**src/design/lfrw_pkg.sv**
```systemverilog
// Package for the line frame ring writer: payload structs, config register
// indexes, internal widths and the divider state type.
// No dependencies; every other design file refers to it by scoped names.
`timescale 1ns / 1ps
`default_nettype none

package lfrw_pkg;

    // Internal widths, fixed by the register widths.
    localparam int ROWS_W  = 13;   // effective frame rows and subframe length
    localparam int BUF_W   = 4;    // effective frames held in the ring
    localparam int TOTAL_W = 17;   // rows in the whole ring
    localparam int RB_W    = 16;   // bytes in one row

    // Queue between the front and the back.
    localparam int QUEUE_DEPTH = 4;
    localparam int QPTR_W      = $clog2(QUEUE_DEPTH);
    localparam int QCNT_W      = $clog2(QUEUE_DEPTH + 1);

    // Configuration register indexes.
    localparam logic [2:0] CFG_FRAME_WIDTH     = 3'd0;
    localparam logic [2:0] CFG_BYTES_PER_PIXEL = 3'd1;
    localparam logic [2:0] CFG_FRAME_ROWS      = 3'd2;
    localparam logic [2:0] CFG_SUBFRAME_PARTS  = 3'd3;
    localparam logic [2:0] CFG_BUFFER_FRAMES   = 3'd4;
    localparam logic [2:0] CFG_GRAB_FRAMES     = 3'd5;

    // One input item: a chunk of a detector line.
    typedef struct packed {
        logic [14:0] chunk_bytes;
        logic        line_end;
    } chunk_t;

    // One result item.
    typedef struct packed {
        logic        dropped;
        logic [14:0] write_row;
        logic [13:0] write_offset;
        logic [14:0] write_bytes;
        logic        subframe_ready;
        logic [11:0] subframe_row;
        logic        frame_ready;
        logic [14:0] frame_start_row;
    } result_t;

    // Queue entry: chunk length already clamped to one row.
    typedef struct packed {
        logic [RB_W-1:0] clamped_bytes;
        logic            line_end;
    } qitem_t;

    // Derived ring geometry, stable while items flow.
    typedef struct packed {
        logic [RB_W-1:0]    row_bytes;
        logic [ROWS_W-1:0]  rows;
        logic [TOTAL_W-1:0] total;
        logic [ROWS_W-1:0]  sub_len;
    } geom_t;

    // Strobes from the configuration port to the back.
    typedef struct packed {
        logic        clear_geom;
        logic        load_grab;
        logic [15:0] grab_value;
    } cfg_evt_t;

    // Subframe length divider sequence.
    typedef enum logic [1:0] {
        DIV_IDLE,
        DIV_LOAD,
        DIV_STEP,
        DIV_DONE
    } div_state_t;

endpackage

`default_nettype wire

```
**src/design/lfrw_cfg.sv**
```systemverilog
// Configuration registers and derived ring geometry, including a restoring
// divider that finds the subframe length after a geometry write.
// Depends on lfrw_pkg.
`timescale 1ns / 1ps
`default_nettype none

module lfrw_cfg #(
    parameter int MAX_ROW_BYTES     = 16384,
    parameter int MAX_FRAME_ROWS    = 4096,
    parameter int MAX_BUFFER_FRAMES = 8
) (
    input  wire logic              clk,
    input  wire logic              rst_n,
    input  wire logic              cfg_valid,
    output logic                   cfg_ready,
    input  wire logic [2:0]        cfg_index,
    input  wire logic [15:0]       cfg_data,
    output lfrw_pkg::geom_t        geom,
    output lfrw_pkg::cfg_evt_t     evt,
    output logic                   busy
);

    // Raw register copies.
    logic [12:0] width_reg;
    logic [2:0]  bpp_reg;
    logic [12:0] rows_raw_reg;
    logic [12:0] parts_reg;
    logic [3:0]  bufs_raw_reg;

    lfrw_pkg::div_state_t state_reg, state_next;
    lfrw_pkg::geom_t      geom_reg;

    logic [lfrw_pkg::ROWS_W-1:0] rem_reg, quot_reg, rem_next, quot_next;
    logic [3:0]                  step_reg;
    logic [lfrw_pkg::ROWS_W:0]   rem_shift;
    logic                        rem_ge;

    logic wr, geom_wr;
    logic load_en, step_en, done_en;

    logic [lfrw_pkg::ROWS_W-1:0]  rows_eff;
    logic [lfrw_pkg::BUF_W-1:0]   bufs_eff;
    logic [lfrw_pkg::TOTAL_W-1:0] total_eff;
    logic [lfrw_pkg::RB_W-1:0]    rb_prod, rb_eff;

    assign cfg_ready = 1'b1;
    assign wr        = cfg_valid;
    assign geom_wr   = wr && (cfg_index <= lfrw_pkg::CFG_BUFFER_FRAMES);

    // Register writes.
    always_ff @(posedge clk or negedge rst_n)
    begin
        if (!rst_n)
        begin
            width_reg    <= 13'd1;
            bpp_reg      <= 3'd2;
            rows_raw_reg <= 13'd1;
            parts_reg    <= 13'd1;
            bufs_raw_reg <= 4'd1;
        end
        else if (wr)
        begin
            case (cfg_index)
                lfrw_pkg::CFG_FRAME_WIDTH:     width_reg    <= cfg_data[12:0];
                lfrw_pkg::CFG_BYTES_PER_PIXEL: bpp_reg      <= cfg_data[2:0];
                lfrw_pkg::CFG_FRAME_ROWS:      rows_raw_reg <= cfg_data[12:0];
                lfrw_pkg::CFG_SUBFRAME_PARTS:  parts_reg    <= cfg_data[12:0];
                lfrw_pkg::CFG_BUFFER_FRAMES:   bufs_raw_reg <= cfg_data[3:0];
                default:                       ;
            endcase
        end
    end

    // Clamp the raw geometry to the supported ranges.
    always_comb
    begin
        if (rows_raw_reg == 13'd0)
            rows_eff = 13'd1;
        else if ({4'd0, rows_raw_reg} > 17'(MAX_FRAME_ROWS))
            rows_eff = 13'(MAX_FRAME_ROWS);
        else
            rows_eff = rows_raw_reg;

        if (bufs_raw_reg == 4'd0)
            bufs_eff = 4'd1;
        else if ({3'd0, bufs_raw_reg} > 7'(MAX_BUFFER_FRAMES))
            bufs_eff = 4'(MAX_BUFFER_FRAMES);
        else
            bufs_eff = bufs_raw_reg;

        total_eff = lfrw_pkg::TOTAL_W'(rows_eff) * lfrw_pkg::TOTAL_W'(bufs_eff);

        rb_prod = lfrw_pkg::RB_W'(width_reg) * lfrw_pkg::RB_W'(bpp_reg);
        if ({1'b0, rb_prod} > 17'(MAX_ROW_BYTES))
            rb_eff = lfrw_pkg::RB_W'(MAX_ROW_BYTES);
        else
            rb_eff = rb_prod;
    end

    // Divider next state.
    always_comb
    begin
        state_next = state_reg;
        case (state_reg)
            lfrw_pkg::DIV_IDLE:
                if (geom_wr) state_next = lfrw_pkg::DIV_LOAD;
            lfrw_pkg::DIV_LOAD:
                if (!geom_wr) state_next = lfrw_pkg::DIV_STEP;
            lfrw_pkg::DIV_STEP:
                if (geom_wr)
                    state_next = lfrw_pkg::DIV_LOAD;
                else if (step_reg == 4'd0)
                    state_next = lfrw_pkg::DIV_DONE;
            lfrw_pkg::DIV_DONE:
                state_next = geom_wr ? lfrw_pkg::DIV_LOAD : lfrw_pkg::DIV_IDLE;
            default:
                state_next = lfrw_pkg::DIV_IDLE;
        endcase
    end

    // Divider outputs.
    always_comb
    begin
        busy    = (state_reg != lfrw_pkg::DIV_IDLE);
        load_en = (state_reg == lfrw_pkg::DIV_LOAD);
        step_en = (state_reg == lfrw_pkg::DIV_STEP);
        done_en = (state_reg == lfrw_pkg::DIV_DONE);
    end

    always_ff @(posedge clk or negedge rst_n)
    begin
        if (!rst_n)
            state_reg <= lfrw_pkg::DIV_IDLE;
        else
            state_reg <= state_next;
    end

    // One quotient bit per cycle.
    always_comb
    begin
        rem_shift = {rem_reg, quot_reg[lfrw_pkg::ROWS_W-1]};
        rem_ge    = (rem_shift >= {1'b0, parts_reg});
        rem_next  = rem_ge ? lfrw_pkg::ROWS_W'(rem_shift - {1'b0, parts_reg})
                           : rem_shift[lfrw_pkg::ROWS_W-1:0];
        quot_next = {quot_reg[lfrw_pkg::ROWS_W-2:0], rem_ge};
    end

    always_ff @(posedge clk)
    begin
        if (load_en)
        begin
            rem_reg  <= '0;
            quot_reg <= rows_eff;
            step_reg <= 4'(lfrw_pkg::ROWS_W - 1);
        end
        else if (step_en)
        begin
            rem_reg  <= rem_next;
            quot_reg <= quot_next;
            step_reg <= step_reg - 4'd1;
        end
    end

    // Derived geometry: clamps at load, subframe length when the divide ends.
    always_ff @(posedge clk or negedge rst_n)
    begin
        if (!rst_n)
        begin
            geom_reg.row_bytes <= lfrw_pkg::RB_W'(2);
            geom_reg.rows      <= lfrw_pkg::ROWS_W'(1);
            geom_reg.total     <= lfrw_pkg::TOTAL_W'(1);
            geom_reg.sub_len   <= lfrw_pkg::ROWS_W'(1);
        end
        else if (load_en)
        begin
            geom_reg.row_bytes <= rb_eff;
            geom_reg.rows      <= rows_eff;
            geom_reg.total     <= total_eff;
        end
        else if (done_en)
        begin
            if (parts_reg != 13'd0 && rem_reg == '0)
                geom_reg.sub_len <= quot_reg;
            else
                geom_reg.sub_len <= geom_reg.rows;
        end
    end

    assign geom = geom_reg;

    always_comb
    begin
        evt.clear_geom = geom_wr;
        evt.load_grab  = wr && (cfg_index == lfrw_pkg::CFG_GRAB_FRAMES);
        evt.grab_value = cfg_data;
    end

endmodule

`default_nettype wire

```
**src/design/lfrw_front.sv**
```systemverilog
// Front end: accepts chunks, clamps their length to one row and pushes them
// into the queue. Depends on lfrw_pkg.
`timescale 1ns / 1ps
`default_nettype none

module lfrw_front (
    input  wire logic                      chunk_valid,
    output logic                           chunk_stall,
    input  wire lfrw_pkg::chunk_t          chunk,
    input  wire logic [lfrw_pkg::RB_W-1:0] row_bytes,
    input  wire logic                      busy,
    input  wire logic                      queue_full,
    output logic                           push,
    output lfrw_pkg::qitem_t               push_item
);

    logic [lfrw_pkg::RB_W-1:0] bytes_wide;

    // Hold off while the queue is full or the geometry is being derived.
    assign chunk_stall = busy || queue_full;
    assign push        = chunk_valid && !chunk_stall;

    // A chunk can never write more than one row, so clamp it here.
    always_comb
    begin
        bytes_wide              = lfrw_pkg::RB_W'(chunk.chunk_bytes);
        push_item.clamped_bytes = (bytes_wide > row_bytes) ? row_bytes : bytes_wide;
        push_item.line_end      = chunk.line_end;
    end

endmodule

`default_nettype wire

```
**src/design/lfrw_queue.sv**
```systemverilog
// Short register queue between the front and the back.
// Depends on lfrw_pkg.
`timescale 1ns / 1ps
`default_nettype none

module lfrw_queue (
    input  wire logic                  clk,
    input  wire logic                  rst_n,
    input  wire logic                  push,
    input  wire lfrw_pkg::qitem_t      push_item,
    input  wire logic                  pop,
    output lfrw_pkg::qitem_t           head,
    output logic                       empty,
    output logic                       full,
    output logic [lfrw_pkg::QCNT_W-1:0] level
);

    lfrw_pkg::qitem_t             slot_reg [lfrw_pkg::QUEUE_DEPTH];
    logic [lfrw_pkg::QPTR_W-1:0]  wr_ptr_reg, rd_ptr_reg;
    logic [lfrw_pkg::QCNT_W-1:0]  count_reg;

    assign empty = (count_reg == '0);
    assign full  = (count_reg == lfrw_pkg::QCNT_W'(lfrw_pkg::QUEUE_DEPTH));
    assign level = count_reg;
    assign head  = slot_reg[rd_ptr_reg];

    // Storage.
    always_ff @(posedge clk)
    begin
        if (push)
            slot_reg[wr_ptr_reg] <= push_item;
    end

    // Pointers and fill count.
    always_ff @(posedge clk or negedge rst_n)
    begin
        if (!rst_n)
        begin
            wr_ptr_reg <= '0;
            rd_ptr_reg <= '0;
            count_reg  <= '0;
        end
        else
        begin
            if (push)
                wr_ptr_reg <= wr_ptr_reg + lfrw_pkg::QPTR_W'(1);
            if (pop)
                rd_ptr_reg <= rd_ptr_reg + lfrw_pkg::QPTR_W'(1);
            if (push && !pop)
                count_reg <= count_reg + lfrw_pkg::QCNT_W'(1);
            else if (pop && !push)
                count_reg <= count_reg - lfrw_pkg::QCNT_W'(1);
        end
    end

endmodule

`default_nettype wire

```
**src/design/lfrw_back.sv**
```systemverilog
// Back end: places each queued chunk in the row ring, tracks subframe and
// frame completion and the grab count, and holds the result register.
// Depends on lfrw_pkg.
`timescale 1ns / 1ps
`default_nettype none

module lfrw_back (
    input  wire logic               clk,
    input  wire logic               rst_n,
    input  wire lfrw_pkg::geom_t    geom,
    input  wire lfrw_pkg::cfg_evt_t evt,
    input  wire lfrw_pkg::qitem_t   head,
    input  wire logic               empty,
    output logic                    pop,
    output logic                    result_valid,
    input  wire logic               result_stall,
    output lfrw_pkg::result_t       result
);

    // Ring position state.
    logic [lfrw_pkg::TOTAL_W-1:0] row_idx_reg, row_idx_next;
    logic [lfrw_pkg::RB_W-1:0]    line_pos_reg, line_pos_next;
    logic [lfrw_pkg::ROWS_W-1:0]  sub_row_reg, sub_row_next;
    logic [lfrw_pkg::TOTAL_W-1:0] frame_start_reg, frame_start_next;
    logic [lfrw_pkg::ROWS_W-1:0]  row_in_sub_reg, row_in_sub_next;
    logic [lfrw_pkg::ROWS_W-1:0]  row_in_frame_reg, row_in_frame_next;
    logic [15:0]                  grab_limit_reg, grab_limit_next;
    logic [15:0]                  grabbed_reg, grabbed_next;

    lfrw_pkg::result_t result_reg, result_next;
    logic              result_valid_reg;

    logic                         drop;
    logic [lfrw_pkg::RB_W-1:0]    space, nbytes, offset;
    logic [lfrw_pkg::TOTAL_W-1:0] row_idx_inc;
    logic [lfrw_pkg::ROWS_W-1:0]  sub_inc, frame_inc;
    logic [lfrw_pkg::ROWS_W:0]    sub_row_sum;
    logic [lfrw_pkg::TOTAL_W:0]   frame_start_sum;

    // Take a queued item when the result register is free or being emptied.
    assign pop = !empty && (!result_valid_reg || !result_stall);

    // Per-item step.
    always_comb
    begin
        row_idx_next      = row_idx_reg;
        line_pos_next     = line_pos_reg;
        sub_row_next      = sub_row_reg;
        frame_start_next  = frame_start_reg;
        row_in_sub_next   = row_in_sub_reg;
        row_in_frame_next = row_in_frame_reg;
        grab_limit_next   = grab_limit_reg;
        grabbed_next      = grabbed_reg;
        result_next       = '0;

        drop = (grab_limit_reg != 16'd0) && (grabbed_reg >= grab_limit_reg);

        space  = (line_pos_reg < geom.row_bytes) ? (geom.row_bytes - line_pos_reg) : '0;
        nbytes = (head.clamped_bytes > space) ? space : head.clamped_bytes;
        offset = (space == '0) ? '0 : line_pos_reg;

        row_idx_inc     = row_idx_reg + lfrw_pkg::TOTAL_W'(1);
        sub_inc         = row_in_sub_reg + lfrw_pkg::ROWS_W'(1);
        frame_inc       = row_in_frame_reg + lfrw_pkg::ROWS_W'(1);
        sub_row_sum     = {1'b0, sub_row_reg} + {1'b0, geom.sub_len};
        frame_start_sum = {1'b0, frame_start_reg}
                        + (lfrw_pkg::TOTAL_W + 1)'(geom.rows);

        if (drop)
        begin
            // Grab count reached: discard the chunk and go continuous.
            grab_limit_next     = 16'd0;
            result_next.dropped = 1'b1;
        end
        else
        begin
            result_next.write_row    = row_idx_reg[14:0];
            result_next.write_offset = offset[13:0];
            result_next.write_bytes  = nbytes[14:0];
            line_pos_next            = line_pos_reg + nbytes;

            if (head.line_end)
            begin
                line_pos_next     = '0;
                row_idx_next      = (row_idx_inc == geom.total) ? '0 : row_idx_inc;
                row_in_sub_next   = sub_inc;
                row_in_frame_next = frame_inc;

                // Subframe boundary.
                if (sub_inc >= geom.sub_len)
                begin
                    row_in_sub_next            = '0;
                    result_next.subframe_ready = 1'b1;
                    result_next.subframe_row   = sub_row_reg[11:0];
                    if (sub_row_sum >= {1'b0, geom.rows})
                        sub_row_next = lfrw_pkg::ROWS_W'(sub_row_sum - {1'b0, geom.rows});
                    else
                        sub_row_next = sub_row_sum[lfrw_pkg::ROWS_W-1:0];

                    // Frame boundary.
                    if (frame_inc >= geom.rows)
                    begin
                        row_in_frame_next           = '0;
                        result_next.frame_ready     = 1'b1;
                        result_next.frame_start_row = frame_start_reg[14:0];
                        if (grabbed_reg != 16'hFFFF)
                            grabbed_next = grabbed_reg + 16'd1;
                        if (frame_start_sum >= {1'b0, geom.total})
                            frame_start_next = lfrw_pkg::TOTAL_W'(frame_start_sum
                                                                  - {1'b0, geom.total});
                        else
                            frame_start_next = frame_start_sum[lfrw_pkg::TOTAL_W-1:0];
                    end
                end
            end
        end
    end

    // State update; the user must send configuration strobes only while the pipe is empty (not enforced here).
    always_ff @(posedge clk or negedge rst_n)
    begin
        if (!rst_n)
        begin
            row_idx_reg      <= '0;
            line_pos_reg     <= '0;
            sub_row_reg      <= '0;
            frame_start_reg  <= '0;
            row_in_sub_reg   <= '0;
            row_in_frame_reg <= '0;
            grab_limit_reg   <= '0;
            grabbed_reg      <= '0;
        end
        else
        begin
            if (evt.clear_geom)
            begin
                row_idx_reg      <= '0;
                line_pos_reg     <= '0;
                sub_row_reg      <= '0;
                frame_start_reg  <= '0;
                row_in_sub_reg   <= '0;
                row_in_frame_reg <= '0;
            end
            else if (pop)
            begin
                row_idx_reg      <= row_idx_next;
                line_pos_reg     <= line_pos_next;
                sub_row_reg      <= sub_row_next;
                frame_start_reg  <= frame_start_next;
                row_in_sub_reg   <= row_in_sub_next;
                row_in_frame_reg <= row_in_frame_next;
            end

            if (evt.load_grab)
            begin
                grab_limit_reg <= evt.grab_value;
                grabbed_reg    <= '0;
            end
            else if (pop)
            begin
                grab_limit_reg <= grab_limit_next;
                grabbed_reg    <= grabbed_next;
            end
        end
    end

    // Output register.
    always_ff @(posedge clk or negedge rst_n)
    begin
        if (!rst_n)
            result_valid_reg <= 1'b0;
        else if (pop)
            result_valid_reg <= 1'b1;
        else if (!result_stall)
            result_valid_reg <= 1'b0;
    end

    always_ff @(posedge clk)
    begin
        if (pop)
            result_reg <= result_next;
    end

    assign result_valid = result_valid_reg;
    assign result       = result_reg;

endmodule

`default_nettype wire

```
**src/design/line_frame_ring_writer_top.sv**
```systemverilog
// Top level of the line frame ring writer: configuration, front end, queue
// and back end. Depends on lfrw_pkg and the lfrw_* modules.
//
// Usage:
//   chunk channel  - chunk_valid / chunk_stall carry one item per line chunk
//                    (byte count and an end-of-line flag). An item is taken
//                    when chunk_valid is high and chunk_stall is low.
//   result channel - result_valid / result_stall return one item per chunk:
//                    ring row, byte offset and clamped length, a dropped flag,
//                    and subframe and frame completion with their start rows.
//   cfg channel    - cfg_valid / cfg_ready write register cfg_index with
//                    cfg_data; cfg_ready is always high. Write only while idle.
// Timing: a taken chunk is registered first into the queue, then into the
// result register, and one chunk per cycle is sustained while no stall or
// divide holds the flow; the ring state updates as each chunk leaves the queue.
// A write to any geometry register starts a bit-serial divide for the
// subframe length; chunk_stall stays high meanwhile.
// At reset the geometry is one row of two bytes, one frame, continuous grab.
// When the receiver stalls, the result register holds and the four-entry
// queue keeps taking chunks until it fills; then chunk_stall rises.
`timescale 1ns / 1ps
`default_nettype none

module line_frame_ring_writer_top #(
    parameter int MAX_ROW_BYTES     = 16384,
    parameter int MAX_FRAME_ROWS    = 4096,
    parameter int MAX_BUFFER_FRAMES = 8
) (
    input  wire logic              clk,
    input  wire logic              rst_n,
    input  wire logic              chunk_valid,
    output logic                   chunk_stall,
    input  wire lfrw_pkg::chunk_t  chunk,
    output logic                   result_valid,
    input  wire logic              result_stall,
    output lfrw_pkg::result_t      result,
    input  wire logic              cfg_valid,
    output logic                   cfg_ready,
    input  wire logic [2:0]        cfg_index,
    input  wire logic [15:0]       cfg_data
);

    lfrw_pkg::geom_t    geom;
    lfrw_pkg::cfg_evt_t evt;
    lfrw_pkg::qitem_t   push_item, head;
    logic               busy, push, pop, empty, full;
    logic [lfrw_pkg::QCNT_W-1:0] level;

    lfrw_cfg #(
        .MAX_ROW_BYTES    (MAX_ROW_BYTES),
        .MAX_FRAME_ROWS   (MAX_FRAME_ROWS),
        .MAX_BUFFER_FRAMES(MAX_BUFFER_FRAMES)
    ) u_cfg (
        .clk      (clk),
        .rst_n    (rst_n),
        .cfg_valid(cfg_valid),
        .cfg_ready(cfg_ready),
        .cfg_index(cfg_index),
        .cfg_data (cfg_data),
        .geom     (geom),
        .evt      (evt),
        .busy     (busy)
    );

    lfrw_front u_front (
        .chunk_valid(chunk_valid),
        .chunk_stall(chunk_stall),
        .chunk      (chunk),
        .row_bytes  (geom.row_bytes),
        .busy       (busy),
        .queue_full (full),
        .push       (push),
        .push_item  (push_item)
    );

    lfrw_queue u_queue (
        .clk      (clk),
        .rst_n    (rst_n),
        .push     (push),
        .push_item(push_item),
        .pop      (pop),
        .head     (head),
        .empty    (empty),
        .full     (full),
        .level    (level)
    );

    lfrw_back u_back (
        .clk         (clk),
        .rst_n       (rst_n),
        .geom        (geom),
        .evt         (evt),
        .head        (head),
        .empty       (empty),
        .pop         (pop),
        .result_valid(result_valid),
        .result_stall(result_stall),
        .result      (result)
    );

    // No chunk enters while the subframe length is being derived.
    assert property (@(posedge clk) disable iff (!rst_n) busy |-> !push)
        else $error("chunk accepted during geometry update");

    // The queue fill count never passes its depth.
    assert property (@(posedge clk) disable iff (!rst_n)
        level <= lfrw_pkg::QCNT_W'(lfrw_pkg::QUEUE_DEPTH))
        else $error("queue overflow");

    // The divide only starts after a geometry register write.
    assert property (@(posedge clk) disable iff (!rst_n)
        $rose(busy) |-> $past(cfg_valid && cfg_ready
                              && cfg_index <= lfrw_pkg::CFG_BUFFER_FRAMES))
        else $error("geometry update without a geometry write");

    // A result only appears after an item left the queue.
    assert property (@(posedge clk) disable iff (!rst_n)
        $rose(result_valid) |-> $past(pop))
        else $error("result without a queued item");

endmodule

`default_nettype wire

```
**config.mk**
```make
export PLATFORM = sky130hd
export DESIGN_NAME = line_frame_ring_writer_top
export DESIGN_NICKNAME = d
export VERILOG_FILES = /design/src/design/lfrw_pkg.sv /design/src/design/lfrw_cfg.sv /design/src/design/lfrw_front.sv /design/src/design/lfrw_queue.sv /design/src/design/lfrw_back.sv /design/src/design/line_frame_ring_writer_top.sv
export SDC_FILE = /design/constraint.sdc
export NUM_CORES = 1
export LEC_CHECK = 0
export CAP_MARGIN = 20
export CORE_MARGIN = 4
export CORE_UTILIZATION = 38
export CTS_BUF_LIST = sky130_fd_sc_hd__clkbuf_4 sky130_fd_sc_hd__clkbuf_8
export DETAILED_ROUTE_END_ITERATION = 12
export DONT_BUFFER_PORTS = 1
export HOLD_SLACK_MARGIN = 0.05
export PLACE_DENSITY_LB_ADDON = 0.3
export RECOVER_POWER = 100
export SYNTH_ARGS = -nofsm -noshare
export SYNTH_HDL_FRONTEND = slang
export SYNTH_SLANG_ARGS = --single-unit
```
**constraint.sdc**
```tcl
create_clock -name clk -period 6.7 [get_ports clk]
set_clock_uncertainty 0.1 [all_clocks]
set_input_delay 0.67 -clock clk [delete_from_list [all_inputs] [get_ports clk]]
set_output_delay 0.67 -clock clk [all_outputs]
set_load 0.02 [all_outputs]
```
---- After elaboration in Yosys (flattened, before gate mapping) ----
Memories as Yosys holds them, arrays and structs flattened.
Cells that the tools add are included.
Widths: inputs -> output; s select.
storage, ports and cells
  bits in registers ....................... 340
  latch bits .............................. 0
  RAM bits ................................ 68
  bits in read-only memories .............. 0
  input bits .............................. 40
  output and inout bits ................... 77
  logic and storage cells ................. 212
  memories kept ........................... 1
memory list
  memory            words  bits a word  read ports  clocked after memory_dff  write ports  RTL line          RTL
  u_queue.slot_reg  4      17           1           0                         1            lfrw_queue.sv:18  lfrw_pkg::qitem_t slot_reg [lfrw_pkg::QUEUE_DEPTH];
cells by class
  add/sub/neg operators ................... 16
  multiply operators ...................... 2
  div/mod/pow operators ................... 0
  magnitude comparators ................... 13
  eq/ne operators ......................... 17
  shift operators ......................... 0
  muxes and demuxes ....................... 70
  bitwise logic cells ..................... 4
  reductions and logical operators ........ 56
operators by type and width
  operator               number
  $mux 16                19
  $mux 13                23
  $mux 17                12
  $mux 29                1
  $ge 14x13->1           2
  $add 13x1->13 const B  2
  $ge 13x13->1           2
  $logic_not 13->1       2
  $reduce_bool 2->1      13
  $sub 13x13->13         2
  $add 17x13->18         1
  $ge 18x17->1           1
  $add 17x1->17 const B  1
  $eq 17x17->1           1
  $mul 13x4->17          1
  $sub 17x17->17         1
  $add 16x1->16 const B  1
  $add 16x16->16         1
  $ge 16x16->1           1
  $gt 15x16->1           1
  $gt 16x15->1 const B   1
  $gt 16x16->1           1
  $logic_not 16->1       1
  $lt 16x16->1           1
  41 further kinds       86

---- Depth between registers and ports, before layout ----
Gate-level depths: netlist (run 1).
  depth in word-level cells ............... 9
  gate-level depth with buffers ........... 34

---- Hierarchy ----
A second synthesis (run 1) with hierarchy kept.
second synthesis, totals
  cell total of the unflattened synthesis .. 2776
  area total of the unflattened synthesis .. 27463.8 um^2
modules (own cells, without submodules)
  module      instances  cells each  area an instance (um^2)  sequential area each (um^2)
  lfrw_back   1          1621        14900.5                  5275.1
  lfrw_cfg    1          956         9003.6                   3419.5
  lfrw_queue  1          123         2890.3                   2217.1
  lfrw_front  1          76          669.4                    0.0

---- Worst setup path before layout (run 1) ----
Ideal clock, no wire load.
  kind .................................... register -> register
  from .................................... register u_cfg.geom[44] (netlist name)
  to ...................................... register u_back.line_pos_reg[15] (netlist bit)
  data arrival time ....................... 6.263 ns
  path slack .............................. 0.212 ns
  cell stages (with the launch flop) ...... 30
  clock period less this slack ............ 6.488 ns
  cells stage by stage .................... dfstp_2 > inv_1 > fa_1 > nand2b_1 > a211oi_1 > o311ai_1 > nand2_1 > nand2_1 > clkbuf_1 > or2_2 > ha_1 > nand4_1 > nor3_1 > nand2_1 > a211oi_1 > o22ai_2 > buf_2 > mux2i_1 > inv_1 > ha_1 > a21o_1 > a221oi_1 > a211oi_1 > o21ai_0 > a21boi_0 > o21ai_0 > a21oi_1 > xor2_1 > nor4_1 > o31a_1
on the way
  word-level cells in the longest chain between the ends .. 9
  elaborated cells between the ends (all ways) .. 10
  those cells by class .................... add/sub: 2; order compare: 2; mux: 6
ends and longest elaborated chain
  item                                            RTL line          RTL
  $sub 16x16->16 or $lt 16x16->1 (tied branches)  lfrw_back.sv:58   space = (line_pos_reg < geom.row_bytes) ? (geom.row_bytes - line_pos_reg) : '0;
  $mux 16 (*)                                     lfrw_back.sv:58
  $gt 16x16->1                                    lfrw_back.sv:59   nbytes = (head.clamped_bytes > space) ? space : head.clamped_bytes;
  $mux 16 (*)                                     lfrw_back.sv:59
  net u_back.nbytes, one bit                      lfrw_back.sv:34   logic [lfrw_pkg::RB_W-1:0] space, nbytes, offset;
  $add 16x16->16 (*)                              lfrw_back.sv:80   line_pos_next = line_pos_reg + nbytes;
  $mux 16 (*)                                     lfrw_back.sv:82   if (head.line_end)
  $mux 16 (*)                                     lfrw_back.sv:69   if (drop)
  $mux 16 (*)                                     lfrw_back.sv:144  else if (pop)
  $mux 16 (*)                                     lfrw_back.sv:135  if (evt.clear_geom)
  to (signal assigned)                            lfrw_back.sv:147  line_pos_reg <= line_pos_next;
  to (decl)                                       lfrw_back.sv:22   logic [lfrw_pkg::RB_W-1:0] line_pos_reg, line_pos_next;
Mark *: on every way through the listed nets, which the timed path passes. The rest lies on a longest branch. The select of a mux whose other input is x is not followed.
A chain may end at the register's enable or synchronous reset.

---- Worst setup path after layout (run 1) ----
  from .................................... register u_cfg.geom[43] (netlist name)
  to ...................................... register u_back.line_pos_reg[14] (netlist bit)
on the way
  word-level cells in the longest chain between the ends .. 9
  elaborated cells between the ends (all ways) .. 10
  those cells by class .................... add/sub: 2; order compare: 2; mux: 6
ends and longest elaborated chain
  item                                            RTL line
  $sub 16x16->16 or $lt 16x16->1 (tied branches)  lfrw_back.sv:58
  $mux 16 (*)                                     lfrw_back.sv:58
  $gt 16x16->1                                    lfrw_back.sv:59
  $mux 16 (*)                                     lfrw_back.sv:59
  net u_back.nbytes, one bit                      lfrw_back.sv:34
  $add 16x16->16 (*)                              lfrw_back.sv:80
  $mux 16 (*)                                     lfrw_back.sv:82
  $mux 16 (*)                                     lfrw_back.sv:69
  $mux 16 (*)                                     lfrw_back.sv:144
  $mux 16 (*)                                     lfrw_back.sv:135
Marks and branches as above.

==> results of run 1 <==
area by class of cell:
type / instances / area, um^2 / share of cell area
inverters: 248 / 932 / 0.0313
well taps: 931 / 1160 / 0.0391
clock buffers: 108 / 1330 / 0.0446
clock inverters: 35 / 318 / 0.0107
flip-flops and latches: 408 / 10900 / 0.366
repair buffers: 77 / 631 / 0.0211
diodes: 5 / 12.5 / 0.000420
multi-input cells: 1943 / 14500 / 0.487
cell usage after synthesis (18+ instances only):
master	n	area, um^2
nand4_1	39	244
fa_1	42	841
dfrtp_1	227	5680
nand2_1	239	897
and3_1	51	319
nand2b_1	24	150
mux2_2	75	845
nand3_1	40	200
xnor2_1	86	753
o21a_1	29	218
a21oi_1	154	771
mux2i_1	28	280
a21o_1	50	375
nor2b_1	44	275
and2_1	90	563
nor3_1	36	180
nor2_1	156	586
o31ai_1	18	135
o22ai_1	19	119
xor2_1	76	666
edfxtp_1	155	4650
inv_1	248	931
a22o_1	32	280
ha_1	227	2840
clkbuf_1	68	255
a211oi_1	20	150
o21ai_0	143	716
path summary, 6_finish.rpt:
kind                                  startpoint                       to  slack, ns  cells after the start
setup / recovery                  u_cfg.geom[43]  u_back.line_pos_reg[14]       0.31                     30
hold / removal                         chunk[10]  u_queue.slot_reg[2][10]       0.16                      1
setup reg to reg                  u_cfg.geom[43]  u_back.line_pos_reg[14]       0.31                     30
hold reg to reg            u_queue.rd_ptr_reg[0]    u_queue.rd_ptr_reg[0]       0.38                      1
max in group asynchronous                  rst_n           u_cfg.geom[34]       2.11                      2
min in group asynchronous                  rst_n    u_back.row_idx_reg[0]       1.97                      2
repair_timing:
action / 4_1_cts / 5_1_grt
cloned: 0 / 1
pin swaps: 0 / 9
endpoints found under the hold margin: 303 / 72
resized for setup: 4 / 23
hold buffers: 19 / 1
endpoints found under the setup margin: 4 / 5
buffers inserted: 0 / 4
worst reg2reg max path: cells and delay by family (launching register included):
| family | cells | cell delay (ns) |
|---|---|---|
| flops | 1 | 0.37 |
| compound gates | 14 | 2.41 |
| fa+ha+maj | 4 | 1.04 |
| mux | 1 | 0.34 |
| simple gates | 7 | 1.58 |
| xor+xnor | 1 | 0.17 |
| buf+inv | 3 | 0.29 |
power by group through the flow:
stage                     Clock, mW  Combinational (mW)  Sequential [mW]
after floorplan                   0                6.92             3.97
after detailed placement          0                9.18             4.25
after global routing           2.84                10.6             4.29
after CTS                      2.72                9.35             4.21
after global placement            0                8.97             4.23
final                          2.64                9.53             4.21
per-layer routing:
| layer | GRT usage | wire (um) |
|---|---|---|
| met3 | 0.0436 | 4250 |
| met1 | 0.266 | 33400 |
| met4 | 0.0607 | 2020 |
| met5 | 0 | 0 |
| met2 | 0.312 | 33300 |
logic make-up after synthesis:
logic type      Yosys count  share of synthesized area
simple gates            803                      0.152
compound gates          582                      0.140
flops                   408                      0.411
buf+inv                 331                     0.0475
fa+ha+maj               270                      0.139
xor+xnor                162                     0.0534
mux                     120                     0.0568
other cells               2                   0.000283
==> metrics.md, run 1 <==
| Metric | Value |
|---|---|
| Fin nets | `3064` |
| CTS Buf Count | `77` |
| Status | `finished with violations` |
| Worst vdd ir | `0.302 mV` |
| Final Cycle Share | `0.954` |
| Routed vias | `20254` |
| Synth warnings | `0` |
| Worst Path Required | `7.16 ns` |
| Slowest stage delay, CP | `0.42 ns` |
| Asr flop ratio synth | `0.578` |
| GR Overflow Total | `0` |
| Fmax | `0.156 GHz` |
| Post-route insts no fill | `3755` |
| Syn Inst Count | `2678` |
| DR vias/cell | `5.39` |
| Max-slew violation count | `335` |
| Number of global-route vias before repair | `20488` |
| Commonest non-fill, non-tap cell in the layout | `inv_1` |
| Routed Antenna Nets | `0` |
| Mapped Area | `26600 um^2` |
| RePlAce Congestion | `0.904` |
| Fin Setup TNS | `0 ns` |
| Die ar. | `74200 um^2` |
| Worst Max-Slew Pin Slew | `4.25 ns` |
| Drt first pass iters | `5` |
| Die width | `272 um` |
| Fin util | `0.432` |
| Initial antenna violation count | `4` |
| Rows | `96` |
| Hold WC Path Type | `in2reg` |
| Sw power | `7.38 mW` |
| Port bufs | `0` |
| Post-DP HPWL | `53600 um` |
| Remaining routing DRC violations | `0` |
| Synth cell types | `82` |
| Setup crit end kind | `register` |
| Kind of cell adding the most delay to the critical path | `compound AO/OA/AOI/OAI gates` |
| CTS clock-pin slew for the worst setup and hold paths | `0.06 ns` |
| Critical path launch point type | `register` |
| Placed Area | `27800 um^2` |
| Largest net degree at the start of global routing | `237` |
| Commonest cells after routing, fill and taps aside | `inv_1 (247), nand2_1 (238), ha_1 (227), dfrtp_1 (227)` |
| H-tree levels | `3` |
| Final WL | `72900 um` |
| Internal | `9.00 mW` |
| EDFF count, synth | `155` |
| Total Power | `16.4 mW` |
| Crit path max-delay cell type | `or3_4` |
| Leak | `13.4 nW` |
| DR iter-0 viols | `1336` |
| Syn-to-layout area delta | `12.3%` |
| Fin. Hold Viols | `0` |
| Max_cap viols | `9` |
| Logic pwr share | `0.582` |
| Share of layout cells above drive strength 1 | `0.114` |
| Switching part of the total | `0.451` |
| Clk buf depth | `3` |
| CTS tree | `built` |
| Initial core utilization | `0.385` |
| Min Tclk post-route | `6.39 ns` |
| Routed len/inst | `19.4 um` |
| Die height | `272 um` |
| Failing checks | `capacitance limit, slew limit` |
| Mean Syn Cell Area | `9.92 um^2` |
| Number of flip-flops in the largest register | `74` |
| Crit Path Category | `reg2reg` |
| Worst-Skew Late Latency | `0.68 ns` |
| Dpl cells | `3577` |
| Worst Path Arrival | `6.86 ns` |
| Bufs and invs on worst path | `3` |
| Sink Count | `408` |
| CP Max Fanout | `5` |
| Synth Register Bits | `408` |
| Sequential Power Share | `0.257` |
| Slew HR | `-1.84` |
| Wire length of the first global-routing pass | `115000 um` |
| GRT Overall Usage | `0.195` |
| Setup WS post-layout | `0.306 ns` |
| Clk pwr share | `0.161` |
| Ports | `117` |
| Sequential share of the synthesized area | `0.411` |
| Dpl ws | `-0.143 ns` |
| Layout fillers | `6631` |
| Final setup violation count | `0` |
| RSZ-0062 raised after global routing | `yes` |
| Post-Route Hold Slack | `0.165 ns` |
| Power Density | `549 nW/um^2` |
| Core Region | `68900 um^2` |
| Top FF cell, synth | `dfrtp_1` |
| Post-route design area | `29800 um^2` |
| CTS root buf | `clkbuf_8` |
(Power assumes the default switching activity.)
==> inputs of run 2 (changes only) <==
--- a/config.mk
+++ b/config.mk
@@ -9,10 +9,10 @@
 export CORE_MARGIN = 4
 export CORE_UTILIZATION = 38
 export CTS_BUF_LIST = sky130_fd_sc_hd__clkbuf_4 sky130_fd_sc_hd__clkbuf_8
+export CTS_CLUSTER_SIZE = 20
 export DETAILED_ROUTE_END_ITERATION = 12
 export DONT_BUFFER_PORTS = 1
 export HOLD_SLACK_MARGIN = 0.05
-export PLACE_DENSITY_LB_ADDON = 0.3
 export RECOVER_POWER = 100
 export SYNTH_ARGS = -nofsm -noshare
 export SYNTH_HDL_FRONTEND = slang
==> metrics.md, run 2 (synthesized netlist as in run 1, its figures left out) <==
| Metric | Value |
|---|---|
| CTS Buf Count | `78 (was 77)` |
| DR vias/cell | `5.37 (was 5.39)` |
| Post-DP HPWL | `54300 um (was 53600 um)` |
| Slowest stage delay, CP | `0.54 ns (was 0.42 ns)` |
| Fin Setup TNS | `0 ns (unchanged)` |
| Max_cap viols | `8 (was 9)` |
| RePlAce Congestion | `0.880 (was 0.904)` |
| Min Tclk post-route | `6.41 ns (was 6.39 ns)` |
| Die ar. | `74200 um^2 (unchanged)` |
| Share of layout cells above drive strength 1 | `0.129 (was 0.114)` |
| Routed len/inst | `19.5 um (was 19.4 um)` |
| Final WL | `73400 um (was 72900 um)` |
| Number of global-route vias before repair | `20932 (was 20488)` |
| H-tree levels | `3 (unchanged)` |
| Number of flip-flops in the largest register | `74 (unchanged)` |
| Largest net degree at the start of global routing | `237 (unchanged)` |
| GR Overflow Total | `0 (unchanged)` |
| Syn-to-layout area delta | `13.4% (was 12.3%)` |
| Failing checks | `capacitance limit, slew limit (unchanged)` |
| Setup crit end kind | `register (unchanged)` |
| Initial antenna violation count | `4 (unchanged)` |
| CTS clock-pin slew for the worst setup and hold paths | `0.06 ns (about the same)` |
| Remaining routing DRC violations | `0 (unchanged)` |
| Worst Path Required | `7.15 ns (was 7.16 ns)` |
| Commonest non-fill, non-tap cell in the layout | `inv_1 (unchanged)` |
| Ports | `117 (unchanged)` |
| Final setup violation count | `0 (unchanged)` |
| Drt first pass iters | `5 (unchanged)` |
| Sequential Power Share | `0.250 (was 0.257)` |
| Power Density | `558 nW/um^2 (was 549 nW/um^2)` |
| Die width | `272 um (unchanged)` |
| Routed Antenna Nets | `0 (unchanged)` |
| Final Cycle Share | `0.956 (was 0.954)` |
| Worst-Skew Late Latency | `0.67 ns (was 0.68 ns)` |
| Placed Area | `27900 um^2 (was 27800 um^2)` |
| Logic pwr share | `0.589 (was 0.582)` |
| Wire length of the first global-routing pass | `117000 um (was 115000 um)` |
| Commonest cells after routing, fill and taps aside | `inv_1 (247), nand2_1 (237), dfrtp_1 (227) (was inv_1 (247), nand2_1 (238), ha_1 (227), dfrtp_1 (227))` |
| Dpl cells | `3589 (was 3577)` |
| Hold WC Path Type | `in2reg (unchanged)` |
| Sw power | `7.45 mW (was 7.38 mW)` |
| CP Max Fanout | `7 (was 5)` |
| Critical path launch point type | `register (unchanged)` |
| Die height | `272 um (unchanged)` |
| Slew HR | `-1.66 (was -1.84)` |
| Routed vias | `20235 (was 20254)` |
| CTS tree | `built (unchanged)` |
| Status | `finished with violations (unchanged)` |
| Port bufs | `0 (unchanged)` |
| Kind of cell adding the most delay to the critical path | `compound AO/OA/AOI/OAI gates (unchanged)` |
| GRT Overall Usage | `0.197 (was 0.195)` |
| Clk pwr share | `0.161 (about the same)` |
| Clk buf depth | `3 (unchanged)` |
| Leak | `13.5 nW (was 13.4 nW)` |
| Post-route insts no fill | `3768 (was 3755)` |
| Switching part of the total | `0.443 (was 0.451)` |
| DR iter-0 viols | `1160 (was 1336)` |
| Fin nets | `3082 (was 3064)` |
| Worst vdd ir | `0.251 mV (was 0.302 mV)` |
| Post-route design area | `30100 um^2 (was 29800 um^2)` |
| Crit Path Category | `reg2reg (unchanged)` |
| Bufs and invs on worst path | `4 (was 3)` |
| Fmax | `0.156 GHz (about the same)` |
| Crit path max-delay cell type | `dfstp_2 (was or3_4)` |
| Fin util | `0.437 (was 0.432)` |
| Fin. Hold Viols | `0 (unchanged)` |
| Internal | `9.37 mW (was 9.00 mW)` |
| Worst Max-Slew Pin Slew | `3.99 ns (was 4.25 ns)` |
| Core Region | `68900 um^2 (unchanged)` |
| CTS root buf | `clkbuf_8 (unchanged)` |
| Initial core utilization | `0.385 (unchanged)` |
| Sink Count | `408 (unchanged)` |
| Rows | `96 (unchanged)` |
| Max-slew violation count | `287 (was 335)` |
| Worst Path Arrival | `6.86 ns (about the same)` |
[run 2: power groups by stage]
stage / registers [mW] / logic, mW / clock network (mW)
5_1_grt: 4.29 / 11.0 / 2.92
2_1_floorplan: 3.97 / 6.92 / 0
4_1_cts: 4.20 / 9.51 / 2.79
3_5_place_dp: 4.24 / 9.34 / 0
6_report: 4.21 / 9.90 / 2.70
3_3_place_gp: 4.23 / 9.13 / 0
[run 2: final cells by class]
| cell class | instances | area, um^2 |
|---|---|---|
| antenna | 2 | 5.00 |
| clock buffer | 115 | 1400 |
| clock inverter | 27 | 304 |
| fill | 6653 | 38800 |
| inverter | 248 | 932 |
| multi-input combinational | 1942 | 14600 |
| sequential | 408 | 10900 |
| tap | 931 | 1160 |
| timing repair buffer | 95 | 774 |
[run 2: worst paths after layout]
path	slack [ns]	endpoint	depth (start not counted)	startpoint
max in group asynchronous	2.36	u_cfg.geom[23]	2	rst_n
worst max register to register	0.29	u_back.line_pos_reg[14]	30	u_cfg.geom[44]
worst max-delay path	0.29	u_back.line_pos_reg[14]	30	u_cfg.geom[44]
worst min-delay path	0.19	u_queue.slot_reg[2][13]	1	chunk[13]
min in group asynchronous	1.88	u_cfg.geom[1]	2	rst_n
worst min register to register	0.39	u_queue.level[2]	1	u_queue.level[2]
[run 2: what timing repair did]
item | 4_1_cts | 5_1_grt
setup endpoints to repair | 4 | 5
hold endpoints to repair | 303 | 67
resized for setup | 6 | 45
setup buffers | 0 | 11
hold buffers | 19 | 1
pin swaps | 1 | 28
[run 2: metrics by stage]
| step | hold WS [ns] | setup slack [ns] | power (mW) |
|---|---|---|---|
| 2_1_floorplan | 0.274 | 0.212 | 10.9 |
| 3_3_place_gp | 0.296 | -0.00750 | 13.4 |
| 3_5_place_dp | 0.297 | -0.218 | 13.6 |
| 4_1_cts | 0.118 | 0.0144 | 16.5 |
| 5_1_grt | 0.170 | -0.0607 | 18.2 |
| 6_report | 0.187 | 0.293 | 16.8 |
[run 2: worst register-to-register path: cells and delay by family (launching register included)]
kind                       cells  cell delay [ns]
AOI/OAI and AO/OA             14             2.32
xor gates and xnor gates       1             0.15
adders and majority gates      3             0.93
buffers and inverters          4             0.44
DFF                            1             0.54
muxes                          1             0.33
and+or+nand+nor                7             1.44
[run 2: metal layers]
metal | track usage | share of wire | up-vias
met5 | 0 | 0.00018 | -
met4 | 0.0713 | 0.029 | 2
met3 | 0.0427 | 0.055 | 121
met2 | 0.314 | 0.46 | 445
met1 | 0.266 | 0.46 | 9988
li1 | - | - | 9679
==> inputs of run 3 (changes only) <==
--- a/config.mk
+++ b/config.mk
@@ -7,12 +7,13 @@
 export LEC_CHECK = 0
 export CAP_MARGIN = 20
 export CORE_MARGIN = 4
-export CORE_UTILIZATION = 38
+export CORE_UTILIZATION = 67
 export CTS_BUF_LIST = sky130_fd_sc_hd__clkbuf_4 sky130_fd_sc_hd__clkbuf_8
 export CTS_CLUSTER_SIZE = 20
 export DETAILED_ROUTE_END_ITERATION = 12
 export DONT_BUFFER_PORTS = 1
 export HOLD_SLACK_MARGIN = 0.05
+export PLACE_DENSITY = 0.83
 export RECOVER_POWER = 100
 export SYNTH_ARGS = -nofsm -noshare
 export SYNTH_HDL_FRONTEND = slang
==> constraint.sdc (replaced) <==
create_clock -name clk -period 7.7 [get_ports clk]
set_clock_uncertainty 0.1 [all_clocks]
set_input_delay 0.77 -clock clk [delete_from_list [all_inputs] [get_ports clk]]
set_output_delay 0.77 -clock clk [all_outputs]
set_load 0.02 [all_outputs]
==> metrics.md, run 3 (synthesized netlist as in run 1, its figures left out) <==
| Metric | Value |
|---|---|
| Status | `finished with violations (unchanged)` |
| Failing checks | `capacitance limit, slew limit (unchanged)` |
| Worst Hold Depth | `0 (was 1)` |
| Bufs and invs on worst path | `2 (was 4)` |
| Largest net degree at the start of global routing | `237 (unchanged)` |
| Crit Path Category | `reg2reg (unchanged)` |
| Initial core utilization | `0.682 (was 0.385)` |
| GR Overflow Total | `0 (unchanged)` |
| Met2 Use GR | `0.492 (was 0.314)` |
| Dpl cells | `3136 (was 3589)` |
| Slew HR | `-3.04 (was -1.66)` |
| CTS Buf Count | `70 (was 78)` |
| Total Power | `13.4 mW (was 16.8 mW)` |
| Final Cycle Share | `0.936 (was 0.956)` |
| Final setup violation count | `0 (unchanged)` |
| Rows | `72 (was 96)` |
| DR iter-0 viols | `1649 (was 1160)` |
| Worst-Skew Late Latency | `0.63 ns (was 0.67 ns)` |
| Min Tclk post-route | `7.21 ns (was 6.41 ns)` |
| Worst Path Arrival | `7.63 ns (was 6.86 ns)` |
| Commonest non-fill, non-tap cell in the layout | `inv_1 (unchanged)` |
| Drt first pass iters | `5 (unchanged)` |
| Layout fillers | `2758 (was 6653)` |
| Die ar. | `42900 um^2 (was 74200 um^2)` |
| GR Util met1 | `0.409 (was 0.266)` |
| Post-DP HPWL | `48200 um (was 54300 um)` |
| Max_cap viols | `6 (was 8)` |
| Path depth of the worst reg2reg path | `29 (was 30)` |
| FF-to-FF Start | `u_cfg.geom[43] (was u_cfg.geom[44])` |
| Worst Path Required | `8.12 ns (was 7.15 ns)` |
| CP Max Fanout | `13 (was 7)` |
| Ports | `117 (unchanged)` |
| Critical path launch point type | `register (unchanged)` |
| Routed len/inst | `20.0 um (was 19.5 um)` |
| Hold WC Path Type | `in2reg (unchanged)` |
| Leak | `13.0 nW (was 13.5 nW)` |
| Sink Count | `408 (unchanged)` |
| Slowest stage delay, CP | `0.41 ns (was 0.54 ns)` |
| DR vias/cell | `6.21 (was 5.37)` |
| Hold EP | `u_queue.slot_reg[2][0] (was u_queue.slot_reg[2][13])` |
| Worst vdd ir | `0.329 mV (was 0.251 mV)` |
| H-tree levels | `3 (unchanged)` |
| Setup crit end kind | `register (unchanged)` |
| Max-slew violation count | `461 (was 287)` |
| Kind of cell adding the most delay to the critical path | `compound AO/OA/AOI/OAI gates (unchanged)` |
| Remaining routing DRC violations | `0 (unchanged)` |
| Number of global-route vias before repair | `20500 (was 20932)` |
| Fin. Hold Viols | `0 (unchanged)` |
| CTS root buf | `clkbuf_8 (unchanged)` |
| Share of layout cells above drive strength 1 | `0.0928 (was 0.129)` |
| Power Density | `471 nW/um^2 (was 558 nW/um^2)` |
| RePlAce Congestion | `0.948 (was 0.880)` |
| Crit path max-delay cell type | `or2_2 (was dfstp_2)` |
| Worst setup path start | `u_cfg.geom[43] (was u_cfg.geom[44])` |
| Wire length of the first global-routing pass | `106000 um (was 117000 um)` |
| Fin nets | `3002 (was 3082)` |
| CTS tree | `built (unchanged)` |
| Fmax | `0.139 GHz (was 0.156 GHz)` |
| Gr busiest metal | `met2 (unchanged)` |
| Routed vias | `20273 (was 20235)` |
| Reg2reg setup slack | `0.49 ns (was 0.29 ns)` |
| Core Region | `38900 um^2 (was 68900 um^2)` |
| GRT met3 Usage | `0.0564 (was 0.0427)` |
| RSZ-0062 raised after global routing | `no` |
| Port bufs | `0 (unchanged)` |
| Post-route insts no fill | `3267 (was 3768)` |
| Routed Antenna Nets | `0 (unchanged)` |
| Dpl ws | `0.401 ns (was -0.218 ns)` |
| Commonest cells after routing, fill and taps aside | `inv_1 (247), nand2_1 (239), ha_1 (227), dfrtp_1 (227), nor2_1 (156) (was inv_1 (247), nand2_1 (237), dfrtp_1 (227))` |
| Initial antenna violation count | `0 (was 4)` |
| Setup WS post-layout | `0.490 ns (was 0.293 ns)` |
| Number of flip-flops in the largest register | `74 (unchanged)` |
| Critical hold path startpoint | `chunk[0] (was chunk[13])` |
| Critical Path Most Common Cell | `ha_1` |
| GRT Overall Usage | `0.300 (was 0.197)` |
| CTS clock-pin slew for the worst setup and hold paths | `0.07 ns (was 0.06 ns)` |
| Die height | `207 um (was 272 um)` |
| Worst Max-Slew Pin Slew | `6.05 ns (was 3.99 ns)` |
| Syn-to-layout area delta | `7.24% (was 13.4%)` |
| Final WL | `65400 um (was 73400 um)` |
| Clk buf depth | `3 (unchanged)` |
| Die width | `207 um (was 272 um)` |
| RR Endpoint | `u_back.line_pos_reg[15] (was u_back.line_pos_reg[14])` |
| Fin Setup TNS | `0 ns (unchanged)` |
run 3: cell count changes in the layout (fill, tap and decap cells not counted), moves of 7 or more:
cell           previous run  this run
dlygate4sd3_1            19         0
o21ai_0                 139       146
mux2_1                   13        23
clkbuf_8                 86        77
clkbuf_4                 29        36
buf_4                    59         9
mux2_2                   59        52
run 3: how the worst max path moves through the flow:
| stage | slack, ns | endpoint | cells past startpoint |
|---|---|---|---|
| after floorplan | 1.21 | u_back.line_pos_reg[15] | 29 |
| after global placement | 0.65 | u_back.line_pos_reg[15] | 27 |
| after detailed placement | 0.40 | u_back.line_pos_reg[15] | 28 |
| after CTS | 0.37 | u_back.line_pos_reg[15] | 28 |
| after global routing | 0.02 | u_back.line_pos_reg[15] | 29 |
| final | 0.49 | u_back.line_pos_reg[15] | 29 |
run 3: final cells by class:
type,count,area (um^2),area share
Timing Repair Buffer,23,143,0.00501
Clock inverter,14,105,0.00369
Inverter,248,932,0.0327
Antenna cell,1,2.50,0.0000879
Sequential cell,408,10900,0.383
Clock buffer,113,1330,0.0467
Multi-Input combinational cell,1942,14400,0.506
Tap cell,518,648,0.0228
run 3: worst register-to-register path, delay by kind of cell (launching register included):
kind	cells	cell delay (ns)
flip-flops	1	0.36
XOR/XNOR	1	0.25
buffers and inverters	2	0.18
adder cells (fa/ha/maj)	4	1.22
AND/OR/NAND/NOR	8	1.71
AO/OA/AOI/OAI	13	2.90
multiplexers	1	0.40
run 3: layer usage:
metal  up-vias  wire [um]
met5         -          0
li1       9511          -
met2       765      31100
met3       138       4580
met4         0       2020
met1      9859      27700
run 3: timing repair:
| item | CTS | global route |
|---|---|---|
| hold buffers | 1 | 0 |
| hold endpoints to repair | 236 | 0 |
| resized for setup | 0 | 2 |
| setup buffers | 0 | 0 |
| setup endpoints to repair | 0 | 2 |
run 3: where the power goes:
part           switching, mW  internal [mW]
clock                  0.894           1.13
combinational           4.44           3.24
sequential             0.682           3.01
run 3: per-stage QoR:
stage	hold slack, ns	util	instance area [um^2]
3_5_place_dp	0.386	0.696	27100
3_3_place_gp	0.376	0.696	27100
5_1_grt	0.0965	0.732	28500
4_1_cts	0.0995	0.734	28600
6_report	0.135	0.732	28500
2_1_floorplan	0.364	-	26600
